===== config.mk =====
export PLATFORM = sky130hd
export DESIGN_NAME = intel_hex_record_encoder
export DESIGN_NICKNAME = d
export VERILOG_FILES = /design/src/rtl/ihex_pkg.sv /design/src/rtl/ihex_front.sv /design/src/rtl/ihex_cmd_fifo.sv /design/src/rtl/ihex_back.sv /design/src/rtl/intel_hex_record_encoder.sv
export SDC_FILE = /design/constraint.sdc
export NUM_CORES = 1
export LEC_CHECK = 0
export CAP_MARGIN = 20
export CORE_ASPECT_RATIO = 1.75
export CORE_MARGIN = 5
export CORE_UTILIZATION = 40
export CTS_CLUSTER_DIAMETER = 150
export DETAILED_ROUTE_END_ITERATION = 10
export DONT_BUFFER_PORTS = 1
export MAX_ROUTING_LAYER = met4
export PLACE_DENSITY = 0.57
export SLEW_MARGIN = 25
export SYNTH_ARGS = -nofsm -noshare
export SYNTH_HDL_FRONTEND = slang
export SYNTH_SLANG_ARGS = --single-unit

===== constraint.sdc =====
create_clock -name clock -period 11.8 [get_ports clock]
set_input_delay 1.18 -clock clock [delete_from_list [all_inputs] [get_ports clock]]
set_output_delay 1.18 -clock clock [all_outputs]
set_load 0.1 [all_outputs]

===== src/rtl/ihex_pkg.sv =====
`timescale 1ns / 1ps

package ihex_pkg;

   // Data records hold at most this many bytes and never cross a boundary of this size.
   localparam int RecordBytes = 16;
   localparam int RecIdxW     = $clog2(RecordBytes);
   localparam int RecLenW     = RecIdxW + 1;

   localparam logic [7:0] CharColon   = 8'h3A;
   localparam logic [7:0] CharNewline = 8'h0A;
   localparam logic [7:0] CharZero    = 8'h30;
   localparam logic [7:0] CharAlpha   = 8'h37;

   localparam logic [7:0] RecTypeData = 8'h00;
   localparam logic [7:0] RecTypeEof  = 8'h01;
   localparam logic [7:0] RecTypeExt  = 8'h04;
   localparam logic [7:0] ExtByteCnt  = 8'h02;
   localparam logic [7:0] EofCsum     = 8'hFF;

   localparam logic CsrStartAddress = 1'b0;
   localparam logic CsrTotalLength  = 1'b1;

   // Pieces of text that one input byte can cause, in output order.
   typedef enum logic [2:0] {
      SEG_EXT_PRE  = 3'd0,
      SEG_OPEN     = 3'd1,
      SEG_DATA     = 3'd2,
      SEG_CLOSE    = 3'd3,
      SEG_EXT_POST = 3'd4,
      SEG_EOF      = 3'd5,
      SEG_NONE     = 3'd6
   } seg_type;

   typedef struct packed {
      logic        has_pre;
      logic        has_open;
      logic        has_data;
      logic        has_close;
      logic        has_post;
      logic        has_eof;
      logic [15:0] pre_upper;
      logic [7:0]  rec_len;
      logic [15:0] rec_addr;
      logic [7:0]  data;
      logic [7:0]  rec_csum;
      logic [15:0] post_upper;
   } cmd_type;

   function automatic logic [5:0] seg_enables(input cmd_type c);
      return {c.has_eof, c.has_post, c.has_close, c.has_data, c.has_open, c.has_pre};
   endfunction

   // Lowest enabled piece at or after the given position.
   function automatic seg_type first_seg(input logic [5:0] en, input logic [2:0] from);
      seg_type r;
      r = SEG_NONE;
      for (int k = 5; k >= 0; k--) begin
         if (en[k] && (3'(k) >= from)) begin
            r = seg_type'(3'(k));
         end
      end
      return r;
   endfunction

   function automatic logic [4:0] seg_last(input seg_type s);
      logic [4:0] r;
      case (s)
         SEG_EXT_PRE, SEG_EXT_POST: r = 5'd15;
         SEG_OPEN:                  r = 5'd8;
         SEG_DATA:                  r = 5'd1;
         SEG_CLOSE:                 r = 5'd2;
         SEG_EOF:                   r = 5'd11;
         default:                   r = 5'd0;
      endcase
      return r;
   endfunction

   function automatic logic [7:0] hex_char(input logic [3:0] n);
      return (n < 4'd10) ? (CharZero + 8'(n)) : (CharAlpha + 8'(n));
   endfunction

endpackage


===== src/rtl/ihex_front.sv =====
`timescale 1ns / 1ps

module ihex_front (
   input  logic                clock,
   input  logic                reset,
   input  logic                csr_we,
   input  logic                csr_index,
   input  logic [31:0]         csr_wdata,
   input  logic                accept,
   input  logic [7:0]          data_byte,
   output logic                cmd_push,
   output ihex_pkg::cmd_type   cmd
);

   logic [31:0] start_address_ff;
   logic [31:0] total_length_ff;
   logic [31:0] addr_ff, addr_in;
   logic [31:0] remaining_ff, remaining_in;
   logic [ihex_pkg::RecLenW-1:0] left_ff, left_in;
   logic [7:0]  sum_ff, sum_in;
   logic        started_ff, started_in;
   logic        finished_ff, finished_in;

   logic [31:0] addr_cur;
   logic [31:0] rem_cur;
   logic [ihex_pkg::RecLenW-1:0] left_cur;
   logic [7:0]  sum_cur;
   logic [ihex_pkg::RecLenW-1:0] len_blk;
   logic [ihex_pkg::RecLenW-1:0] len_a;
   logic [ihex_pkg::RecLenW-1:0] len;
   logic [16:0] to64k;
   logic [ihex_pkg::RecLenW-1:0] left_open;
   logic [ihex_pkg::RecLenW-1:0] left_after;
   logic [7:0]  sum_open;
   logic [7:0]  sum_after;
   logic [31:0] addr_next;
   logic [31:0] rem_next;
   logic        rem_zero;
   logic        open_rec;
   logic        close_rec;

   always_ff @(posedge clock) begin
      if (reset) begin
         start_address_ff <= 32'd0;
         total_length_ff  <= 32'd1;
      end else if (csr_we) begin
         case (csr_index)
            ihex_pkg::CsrStartAddress: start_address_ff <= csr_wdata;
            ihex_pkg::CsrTotalLength:  total_length_ff  <= csr_wdata;
            default: ;
         endcase
      end
   end

   always_comb begin
      addr_cur = started_ff ? addr_ff : start_address_ff;
      rem_cur  = started_ff ? remaining_ff : total_length_ff;
      left_cur = started_ff ? left_ff : '0;
      sum_cur  = started_ff ? sum_ff : 8'd0;
      rem_zero = (rem_cur == 32'd0);

      // Record length: up to the next record boundary, the next 64 KiB boundary
      // and the end of the data, whichever comes first.
      len_blk = ihex_pkg::RecLenW'(ihex_pkg::RecordBytes)
              - {1'b0, addr_cur[ihex_pkg::RecIdxW-1:0]};
      to64k   = 17'h10000 - {1'b0, addr_cur[15:0]};
      len_a   = (to64k < 17'(len_blk)) ? to64k[ihex_pkg::RecLenW-1:0] : len_blk;
      len     = (rem_cur < 32'(len_a)) ? rem_cur[ihex_pkg::RecLenW-1:0] : len_a;

      open_rec   = (left_cur == '0);
      left_open  = open_rec ? len : left_cur;
      sum_open   = open_rec ? (8'(len) + addr_cur[15:8] + addr_cur[7:0]) : sum_cur;
      sum_after  = sum_open + data_byte;
      left_after = left_open - 1'b1;
      close_rec  = (left_after == '0);
      addr_next  = addr_cur + 32'd1;
      rem_next   = rem_cur - 32'd1;

      cmd.has_pre    = !started_ff;
      cmd.has_open   = !rem_zero && open_rec;
      cmd.has_data   = !rem_zero;
      cmd.has_close  = !rem_zero && close_rec;
      cmd.has_post   = !rem_zero && close_rec && (addr_next[15:0] == 16'd0);
      cmd.has_eof    = rem_zero || (close_rec && (rem_next == 32'd0));
      cmd.pre_upper  = addr_cur[31:16];
      cmd.rec_len    = 8'(len);
      cmd.rec_addr   = addr_cur[15:0];
      cmd.data       = data_byte;
      cmd.rec_csum   = 8'd0 - sum_after;
      cmd.post_upper = addr_next[31:16];

      cmd_push = accept && !finished_ff;

      addr_in      = addr_ff;
      remaining_in = remaining_ff;
      left_in      = left_ff;
      sum_in       = sum_ff;
      started_in   = started_ff;
      finished_in  = finished_ff;
      if (cmd_push) begin
         started_in  = 1'b1;
         finished_in = cmd.has_eof;
         if (!rem_zero) begin
            addr_in      = addr_next;
            remaining_in = rem_next;
            left_in      = left_after;
            sum_in       = close_rec ? 8'd0 : sum_after;
         end
      end
   end

   always_ff @(posedge clock) begin
      if (reset) begin
         addr_ff      <= 32'd0;
         remaining_ff <= 32'd0;
         left_ff      <= '0;
         sum_ff       <= 8'd0;
         started_ff   <= 1'b0;
         finished_ff  <= 1'b0;
      end else begin
         addr_ff      <= addr_in;
         remaining_ff <= remaining_in;
         left_ff      <= left_in;
         sum_ff       <= sum_in;
         started_ff   <= started_in;
         finished_ff  <= finished_in;
      end
   end

endmodule


===== src/rtl/ihex_cmd_fifo.sv =====
`timescale 1ns / 1ps

module ihex_cmd_fifo #(
   parameter int DEPTH = 4
) (
   input  logic                clock,
   input  logic                reset,
   input  logic                push,
   input  ihex_pkg::cmd_type   wdata,
   output logic                full,
   input  logic                pop,
   output ihex_pkg::cmd_type   rdata,
   output logic                empty
);

   localparam int AW = (DEPTH > 1) ? $clog2(DEPTH) : 1;
   localparam int CW = $clog2(DEPTH + 1);

   ihex_pkg::cmd_type entry_ff [DEPTH];
   logic [AW-1:0] wr_ptr_ff, wr_ptr_in;
   logic [AW-1:0] rd_ptr_ff, rd_ptr_in;
   logic [CW-1:0] count_ff, count_in;
   logic          do_push;
   logic          do_pop;

   assign full    = (count_ff == CW'(DEPTH));
   assign empty   = (count_ff == '0);
   assign do_push = push && !full;
   assign do_pop  = pop && !empty;
   assign rdata   = entry_ff[rd_ptr_ff];

   always_comb begin
      wr_ptr_in = wr_ptr_ff;
      rd_ptr_in = rd_ptr_ff;
      count_in  = count_ff;
      if (do_push) begin
         wr_ptr_in = (wr_ptr_ff == AW'(DEPTH - 1)) ? '0 : wr_ptr_ff + 1'b1;
      end
      if (do_pop) begin
         rd_ptr_in = (rd_ptr_ff == AW'(DEPTH - 1)) ? '0 : rd_ptr_ff + 1'b1;
      end
      if (do_push && !do_pop) begin
         count_in = count_ff + 1'b1;
      end else if (do_pop && !do_push) begin
         count_in = count_ff - 1'b1;
      end
   end

   always_ff @(posedge clock) begin
      if (do_push) begin
         entry_ff[wr_ptr_ff] <= wdata;
      end
   end

   always_ff @(posedge clock) begin
      if (reset) begin
         wr_ptr_ff <= '0;
         rd_ptr_ff <= '0;
         count_ff  <= '0;
      end else begin
         wr_ptr_ff <= wr_ptr_in;
         rd_ptr_ff <= rd_ptr_in;
         count_ff  <= count_in;
      end
   end

endmodule


===== src/rtl/ihex_back.sv =====
`timescale 1ns / 1ps

module ihex_back (
   input  logic                clock,
   input  logic                reset,
   input  logic                q_empty,
   input  ihex_pkg::cmd_type   q_data,
   output logic                q_pop,
   output logic                empty,
   input  logic                pop,
   output logic [7:0]          text_char,
   output logic                run_last,
   output logic                stream_done
);

   ihex_pkg::cmd_type cmd_ff, cmd_in;
   ihex_pkg::seg_type seg_ff, seg_in;
   ihex_pkg::seg_type seg_nxt;
   logic [4:0] idx_ff, idx_in;
   logic       busy_ff, busy_in;
   logic       out_valid_ff, out_valid_in;
   logic [7:0] char_ff;
   logic       last_ff;
   logic       done_ff;

   logic       seg_end;
   logic       item_end;
   logic       advance;
   logic       load;
   logic       colon_seg;
   logic [4:0] hex_pos;
   logic [3:0] byte_sel;
   logic [15:0] upper;
   logic [7:0] ext_csum;
   logic [7:0] cur_byte;
   logic [7:0] cur_char;

   // Character generator for the current piece and position.
   always_comb begin
      colon_seg = (seg_ff == ihex_pkg::SEG_EXT_PRE) || (seg_ff == ihex_pkg::SEG_EXT_POST)
               || (seg_ff == ihex_pkg::SEG_OPEN) || (seg_ff == ihex_pkg::SEG_EOF);
      hex_pos  = colon_seg ? (idx_ff - 5'd1) : idx_ff;
      byte_sel = hex_pos[4:1];
      upper    = (seg_ff == ihex_pkg::SEG_EXT_PRE) ? cmd_ff.pre_upper : cmd_ff.post_upper;
      ext_csum = 8'd0 - (ihex_pkg::ExtByteCnt + ihex_pkg::RecTypeExt + upper[15:8]
                         + upper[7:0]);

      cur_byte = 8'd0;
      case (seg_ff)
         ihex_pkg::SEG_EXT_PRE, ihex_pkg::SEG_EXT_POST: begin
            case (byte_sel)
               4'd0:    cur_byte = ihex_pkg::ExtByteCnt;
               4'd3:    cur_byte = ihex_pkg::RecTypeExt;
               4'd4:    cur_byte = upper[15:8];
               4'd5:    cur_byte = upper[7:0];
               4'd6:    cur_byte = ext_csum;
               default: cur_byte = 8'd0;
            endcase
         end
         ihex_pkg::SEG_OPEN: begin
            case (byte_sel)
               4'd0:    cur_byte = cmd_ff.rec_len;
               4'd1:    cur_byte = cmd_ff.rec_addr[15:8];
               4'd2:    cur_byte = cmd_ff.rec_addr[7:0];
               default: cur_byte = ihex_pkg::RecTypeData;
            endcase
         end
         ihex_pkg::SEG_DATA:  cur_byte = cmd_ff.data;
         ihex_pkg::SEG_CLOSE: cur_byte = cmd_ff.rec_csum;
         ihex_pkg::SEG_EOF: begin
            case (byte_sel)
               4'd3:    cur_byte = ihex_pkg::RecTypeEof;
               4'd4:    cur_byte = ihex_pkg::EofCsum;
               default: cur_byte = 8'd0;
            endcase
         end
         default: cur_byte = 8'd0;
      endcase

      seg_end = (idx_ff == ihex_pkg::seg_last(seg_ff));
      if (colon_seg && (idx_ff == 5'd0)) begin
         cur_char = ihex_pkg::CharColon;
      end else if (seg_end && (seg_ff != ihex_pkg::SEG_OPEN)
                   && (seg_ff != ihex_pkg::SEG_DATA)) begin
         cur_char = ihex_pkg::CharNewline;
      end else begin
         cur_char = ihex_pkg::hex_char(hex_pos[0] ? cur_byte[3:0] : cur_byte[7:4]);
      end
   end

   // Sequencer: walks the enabled pieces of one word, then takes the next word.
   always_comb begin
      seg_nxt  = ihex_pkg::first_seg(ihex_pkg::seg_enables(cmd_ff), 3'(seg_ff) + 3'd1);
      item_end = seg_end && (seg_nxt == ihex_pkg::SEG_NONE);
      advance  = busy_ff && (!out_valid_ff || pop);
      load     = !q_empty && (!busy_ff || (advance && item_end));
      q_pop    = load;

      cmd_in  = cmd_ff;
      seg_in  = seg_ff;
      idx_in  = idx_ff;
      busy_in = busy_ff;
      if (load) begin
         cmd_in  = q_data;
         seg_in  = ihex_pkg::first_seg(ihex_pkg::seg_enables(q_data), 3'd0);
         idx_in  = 5'd0;
         busy_in = 1'b1;
      end else if (advance) begin
         if (!seg_end) begin
            idx_in = idx_ff + 5'd1;
         end else if (item_end) begin
            busy_in = 1'b0;
            seg_in  = ihex_pkg::SEG_NONE;
            idx_in  = 5'd0;
         end else begin
            seg_in = seg_nxt;
            idx_in = 5'd0;
         end
      end

      out_valid_in = out_valid_ff;
      if (advance) begin
         out_valid_in = 1'b1;
      end else if (pop) begin
         out_valid_in = 1'b0;
      end
   end

   always_ff @(posedge clock) begin
      cmd_ff <= cmd_in;
      if (advance) begin
         char_ff <= cur_char;
         last_ff <= item_end;
         done_ff <= seg_end && (seg_ff == ihex_pkg::SEG_EOF);
      end
   end

   always_ff @(posedge clock) begin
      if (reset) begin
         seg_ff       <= ihex_pkg::SEG_NONE;
         idx_ff       <= 5'd0;
         busy_ff      <= 1'b0;
         out_valid_ff <= 1'b0;
      end else begin
         seg_ff       <= seg_in;
         idx_ff       <= idx_in;
         busy_ff      <= busy_in;
         out_valid_ff <= out_valid_in;
      end
   end

   assign empty       = !out_valid_ff;
   assign text_char   = char_ff;
   assign run_last    = last_ff;
   assign stream_done = done_ff;

   assert property (@(posedge clock) disable iff (reset)
      out_valid_ff && done_ff |-> last_ff && (char_ff == ihex_pkg::CharNewline))
      else $error("end of stream not on the final newline of a word");

   assert property (@(posedge clock) disable iff (reset)
      busy_ff |-> (seg_ff != ihex_pkg::SEG_NONE) && (idx_ff <= ihex_pkg::seg_last(seg_ff)))
      else $error("sequencer position out of range");

   assert property (@(posedge clock) disable iff (reset)
      !busy_ff |-> seg_ff == ihex_pkg::SEG_NONE)
      else $error("idle sequencer holds a piece");

   assert property (@(posedge clock) disable iff (reset)
      out_valid_ff && !pop |=> out_valid_ff && $stable(char_ff) && $stable(last_ff))
      else $error("waiting character changed");

endmodule


===== src/rtl/intel_hex_record_encoder.sv =====
`timescale 1ns / 1ps

// Channel   Direction  Handshake          Payload
// req       in         push / full        req_data_byte (8)
// rsp       out        empty / pop        rsp_text_char (8), rsp_run_last, rsp_stream_done
// csr       in         csr_we             csr_index (1), csr_wdata (32)
//
// Each input byte yields up to 58 characters, none once the end record is out, about 3
// on average with 16-byte records. The back sequencer sends one character per cycle while
// the queue keeps it fed and pop does not stall it; after the queue runs dry it loads
// the next word before sending its first character. The character count sets the rate.
// The front takes a byte per cycle while the command queue has room (QUEUE_DEPTH words).
// Synchronous active-high reset clears the stream state; registers return to
// start address 0 and total length 1. A stalled pop holds the output register and,
// once the queue fills, raises full.

module intel_hex_record_encoder #(
   parameter int QUEUE_DEPTH = 4
) (
   input  logic        clock,
   input  logic        reset,
   input  logic        push,
   output logic        full,
   input  logic [7:0]  req_data_byte,
   output logic        empty,
   input  logic        pop,
   output logic [7:0]  rsp_text_char,
   output logic        rsp_run_last,
   output logic        rsp_stream_done,
   input  logic        csr_we,
   input  logic        csr_index,
   input  logic [31:0] csr_wdata
);

   ihex_pkg::cmd_type front_cmd;
   ihex_pkg::cmd_type q_data;
   logic              front_push;
   logic              q_empty;
   logic              q_pop;

   ihex_front u_front (
      .clock     (clock),
      .reset     (reset),
      .csr_we    (csr_we),
      .csr_index (csr_index),
      .csr_wdata (csr_wdata),
      .accept    (push && !full),
      .data_byte (req_data_byte),
      .cmd_push  (front_push),
      .cmd       (front_cmd)
   );

   ihex_cmd_fifo #(
      .DEPTH (QUEUE_DEPTH)
   ) u_fifo (
      .clock (clock),
      .reset (reset),
      .push  (front_push),
      .wdata (front_cmd),
      .full  (full),
      .pop   (q_pop),
      .rdata (q_data),
      .empty (q_empty)
   );

   ihex_back u_back (
      .clock       (clock),
      .reset       (reset),
      .q_empty     (q_empty),
      .q_data      (q_data),
      .q_pop       (q_pop),
      .empty       (empty),
      .pop         (pop),
      .text_char   (rsp_text_char),
      .run_last    (rsp_run_last),
      .stream_done (rsp_stream_done)
   );

endmodule


## Word-level counts from Yosys, hierarchy flattened

Memories as Yosys holds them, arrays and structs flattened. A register that Yosys moved wholly into a read port is not among the register bits.
Index checks and enable logic that the tools add are counted.

- Equal/unequal tests: 18
- Reductions and logical operators: 61
- Multiplexer cells: 50
- Add/subtract/negate cells: 21
- Order comparisons: 9
- Bitwise logic cells: 2

Operator list:

| kind | count |
|---|---|
| $pmux W8 S5 | 2 |
| $logic_not A32 Y1 | 2 |
| $mux W32 | 2 |
| $mux W3 | 14 |
| $add A32 B1 Y32 const B | 1 |
| $lt A32 B5 Y1 | 1 |
| $sub A32 B1 Y32 const B | 1 |
| $mux W5 | 6 |
| $add A8 B8 Y8 | 3 |
| $logic_and A1 B1 Y1 | 24 |
| $mux W8 | 3 |
| $pmux W8 S3 | 1 |
| $pmux W4 S5 | 1 |
| $lt A17 B5 Y1 | 1 |
| $sub A17 B16 Y17 const A | 1 |
| $logic_not A16 Y1 | 1 |
| $mux W16 | 1 |
| $mux W2 | 8 |
| $pmux W8 S2 | 1 |
| $sub A1 B8 Y8 const A | 2 |
| $logic_not A5 Y1 | 3 |
| $add A6 B4 Y7 const A | 2 |
| $eq A3 B3 Y1 const B | 4 |
| $eq A4 B3 Y1 const B | 3 |
| 33 further kinds | 73 |

- Memories kept: 1
- Input bits: 46
- Output and inout bits: 12
- Word-level logic and storage cells: 193
- Register bits after elaboration: 248
- RAM bits: 300

Memory list:

| name | words | bits a word | rd ports | clocked after Yosys merged registers in | write ports | RTL line | source |
|---|---|---|---|---|---|---|---|
| u_fifo.entry_ff | 4 | 75 | 1 | 1 | 1 | ihex_cmd_fifo.sv:19 | `ihex_pkg::cmd_type entry_ff [DEPTH];` |

## Logic depth before layout (Yosys ltp)

- Word-level depth: 18
- Mapped depth: 44
- Depth with buffers taken out: 32

## Hierarchy

Synthesis repeated with hierarchy kept, for this count alone.

- Cell total of the unflattened synthesis: 2161
- Area, all modules: 26623.0 µm²

Modules (own cells, without submodules):

| module | seq. area each (µm²) | times used | area an instance (µm²) | cells an instance |
|---|---|---|---|---|
| ihex_cmd_fifo | 9549.2 | 1 | 11743.8 | 458 |
| ihex_front | 2862.7 | 1 | 9649.3 | 1277 |
| ihex_back | 2812.7 | 1 | 5216.3 | 425 |
| intel_hex_record_encoder | 0.0 | 1 | 13.8 | 1 |

## Worst setup path after synthesis

Ideal clock, no wire load.

- Path type: reg2reg
- From: reg u_front.started_ff
- To: mem u_fifo.entry_ff[0][23] (netlist bit) (data pin)
- Period minus slack after synthesis: 9.152 ns
- Required time: 11.525 ns
- Cell stages (with the launch flop): 42
- Setup slack: 2.648 ns
- Setup time: 0.275 ns
- Path buffers: 12
- Arrival: 8.877 ns
- Cell sequence: dfxtp_1 > buf_6 > buf_6 > buf_6 > buf_4 > buf_4 > buf_2 > buf_2 > buf_2 > buf_2 > buf_2 > buf_2 > buf_1 > mux2i_1 > ha_1 > nor4b_1 > nor2_1 > ha_1 > [... 6 more ...] > o211ai_1 > mux2i_1 > inv_1 > fa_1 > inv_1 > ha_1 > a21o_1 > a21o_1 > a21o_1 > a21oi_1 > xor2_1 > o21ai_0 > ha_1 > nand2_1 > o21ai_0 > xor2_1 > xnor2_1 > xnor2_1

RTL lines:

| what | RTL line | source |
|---|---|---|
| from (decl) | ihex_front.sv:21 | `logic started_ff, started_in;` |
| from (signal assigned) | ihex_front.sv:125 | `started_ff <= started_in;` |
| to (decl) | ihex_cmd_fifo.sv:19 |  |

==> summary.txt <==
Status
  • Status: completed

Detailed routing
  • Detailed Routing Iterations Pass 1: 8
  • DRT iter0 DRCs: approximately 1000
  • Post-route ant nets: 0
  • WL/cell: approximately 22 um
  • Drt drc: 0
  • Routed vias/inst: around 5.6
  • Final WL: 64.9 mm
  • Routed via count: ~17000

Yosys
  • Post-synthesis async set-or-reset flop share: 0
  • Synth Instances: ~2200
  • Primary FF master, synth: edfxtp_1
  • Syn Nets: about 2300
  • Number of synthesized register bits: ~550
  • Sequential area share after synthesis: 0.572
  • Syn Area/Cell: around 12 sq um
  • Cell variety after synth: 89
  • Post-synth EDFFs: 384
  • Synthesized area: roughly 26000 sq um
  • Syn. warnings: 0

Clock tree
  • Reg clk slew, reported paths: approximately 0.070 ns
  • Worst skew pair latency: ~0.62 ns
  • Clock root buffer: clkbuf_16
  • H-tree depth: 2
  • CTS Buf Count: between 50 and 60
  • PostCTS Resize Cnt: 0
  • Post-CTS setup buffer count: 0
  • Post-CTS Hold Buffers: 0
  • CTS tree: done
  • Clock buffer depth: 3
  • CTS Sinks: roughly 550

Power and ir drop
  • Maximum VDD drop: about 0.12 mV
  • Leak: 9.76 nW
  • Power per standard cell area: roughly 220 nW/um^2
  • Total power: 6.35 mW

STA
  • Fmax: 114 MHz
  • Slew Limit Fails: 0
  • Fin Setup TNS: 0 ns
  • Final Critical Period: 8.77 ns
  • Fin crit share: 0.743
  • Worst Setup Slack, final: around 3.0 ns
  • RSZ-0062 raised after global routing: no
  • Slew headroom: 0.289
  • Clock skew: 0.0206 ns
  • Final setup fails: 0
  • Fin. Hold Viols: 0
  • Slew @ Worst Pin: 1.06 ns

Worst setup path
  • Critical path data arrival time: just over 9 ns
  • CP max stage cell: dfxtp_4
  • Worst Path Max Fanout: between 50 and 60
  • CP dominant cell by count: ha_1
  • WP data required: between 10 and 15 ns
  • Worst Reg-to-Reg Cells: 30
  • Reg2Reg Launch Point: u_front.started_ff
  • Setup crit start kind: flip-flop
  • Largest stage delay, worst path: 0.73 ns
  • Setup CP Type: flip-flop to flip-flop
  • Reg2Reg Setup Slack: between 3 and 4 ns
  • Critical Path Sink Type: flip-flop
  • Reg-to-reg endpoint: u_fifo.entry_ff[3][23]

Placement
  • Placer congestion estimate: 0.874
  • DPL Wire Length: approximately 44 mm
  • Placed cells: about 2900
  • Port Buffer Count: 0
  • Pre-CTS setup slack: about 3 ns

Finish
  • Area growth, synth to finish: 9.92%
  • Post-route insts no fill: approximately 3000
  • Final #Nets: around 2200
  • Filler cells: around 5800
  • Diodes inserted: 0
  • Layout cells sized above 1: 0.115
  • Final Util: 0.442

Floorplan
  • Initial Utilization: 0.402
  • Die W: 202 um
  • Die H: 346 um
  • Core ar.: approximately 64000 sq um
  • # IOs: just under 60
  • Die area: 69900 sq um
  • Number of cell rows: 123

Global route
  • Pin count of the biggest net entering global routing: approximately 150
  • Total track usage: 0.189
  • First-pass GRT wire length: 101 mm
  • Vias in the first global route: approximately 17000
  • Global route overflow: 0
  • Initial antenna violation count: 0

Worst hold path
  • Hold path endpoint: u_front.addr_ff[26]
  • Hold Crit Depth: 2
  • Worst Hold Class: flip-flop to flip-flop
  • Hold_sp: u_front.addr_ff[26]

Job
  • Max_cap viols: 0
-- registers in the layout, summed over array words and instances (netlist names), 3 cells and up, named ones only --
| name | count |
|---|---|
| u_back.cmd_ff | 75 |
| u_back.idx_ff | 5 |
| u_back.seg_ff | 3 |
| u_back.text_char | 7 |
| u_fifo.count_ff | 3 |
| u_fifo.entry_ff | 300 |
| u_front.addr_ff | 32 |
| u_front.left_ff | 5 |
| u_front.remaining_ff | 32 |
| u_front.start_address_ff | 32 |
| u_front.sum_ff | 8 |
| u_front.total_length_ff | 32 |
-- cells by family after synthesis --
family,Yosys count,synth area share
buf+inv,196,0.0314
fa+ha+maj,67,0.0351
simple gates,687,0.128
compound gates,401,0.100
xor+xnor,90,0.0305
mux,167,0.103
other cells,1,0.000145
flops,546,0.572
-- layout make-up --
| type | instances | area [sq um] | share of cell area |
|---|---|---|---|
| multi-input combinational | 1413 | 10300 | 0.362 |
| timing repair buffer | 23 | 193 | 0.00679 |
| clock buffer | 71 | 1460 | 0.0514 |
| inverter | 92 | 345 | 0.0122 |
| tap | 812 | 1020 | 0.0358 |
| clock inverter | 24 | 309 | 0.0109 |
| sequential | 546 | 14800 | 0.521 |
-- worst max-delay path: cells and delay by family (launching register included) --
kind            cells  cell delay, ns
compound gates     11            2.84
xor+xnor            4            0.74
fa+ha+maj           6            1.97
buf+inv             3            0.28
flops               1            0.73
mux                 2            0.85
simple gates        4            1.11
-- through the flow --
stage	area (sq um)	hold WS [ns]
2_1_floorplan	25800	0.425
3_3_place_gp	26600	0.434
3_5_place_dp	26600	0.442
4_1_cts	28400	0.450
5_1_grt	28400	0.480
6_report	28400	0.452
-- metal layers --
| layer | track usage | vias to the layer above | routed length [um] |
|---|---|---|---|
| li1 | - | 7929 | - |
| met4 | 0.0803 | 0 | 2860 |
| met3 | 0.0269 | 130 | 2780 |
| met1 | 0.207 | 8320 | 24600 |
| met2 | 0.341 | 403 | 34600 |
| met5 | - | - | 0 |
-- cells in the final DEF (no fill, tap or decap), types with 16 or more instances in the layout --
cell and count:
dfxtp_1 159, nor3_1 47, xor2_1 25, o21ai_0 52
xnor2_1 65, nand3_1 32, mux4_2 75, mux2i_1 58
edfxtp_1 384, nor2b_1 18, nor4_1 17, nand2_1 303
nor2_1 134, inv_1 91, ha_1 58, a211oi_1 16
buf_4 22, mux2_2 33, a21oi_1 171, clkbuf_16 55
-- cells in the mapped netlist, drive strengths merged, types with 8 or more instances --
cell type	instances	area share
o2111ai	8	0.0027
a22oi	12	0.0035
a222oi	8	0.0031
a211oi	16	0.0047
buf	38	0.0084
nand4	9	0.0022
ha	58	0.028
nor2	136	0.020
fa	9	0.0070
clkbuf	66	0.0096
nand2b	13	0.0031
mux4	75	0.065
o21ai	55	0.011
and2	18	0.0044
o22ai	8	0.0019
dfxtp	162	0.13
a21oi	171	0.033
nand3b	10	0.0029
xnor2	65	0.022
a21o	14	0.0041
mux2i	59	0.023
mux2	33	0.014
nor4b	14	0.0050
and3	8	0.0019
xor2	25	0.0085
nor2b	19	0.0046
or4	10	0.0032
o211ai	11	0.0032
inv	92	0.013
nor4	22	0.0070
edfxtp	384	0.45
nand3	32	0.0062
nand2	304	0.044
or3	14	0.0034
nor3	48	0.0095
a22o	15	0.0051
-- power breakdown --
group / internal (mW) / total [mW] / switching [mW]
Clock: 1.00 / 1.74 / 0.734
Sequential: 2.52 / 2.80 / 0.276
Combinational: 0.714 / 1.81 / 1.09
-- how the worst max path moves through the flow --
stage	start	to	slack, ns
finish	u_front.started_ff	u_fifo.entry_ff[3][23]	3.03
global route	u_front.started_ff	u_fifo.entry_ff[2][23]	2.40
CTS	u_front.started_ff	u_fifo.entry_ff[0][23]	2.97
detailed placement	u_front.started_ff	u_fifo.entry_ff[3][23]	3.01
global placement	u_front.started_ff	u_fifo.entry_ff[0][23]	3.32
floorplan	u_front.started_ff	u_fifo.entry_ff[0][23]	2.65
Note: power is estimated with default switching activity, not from simulation.
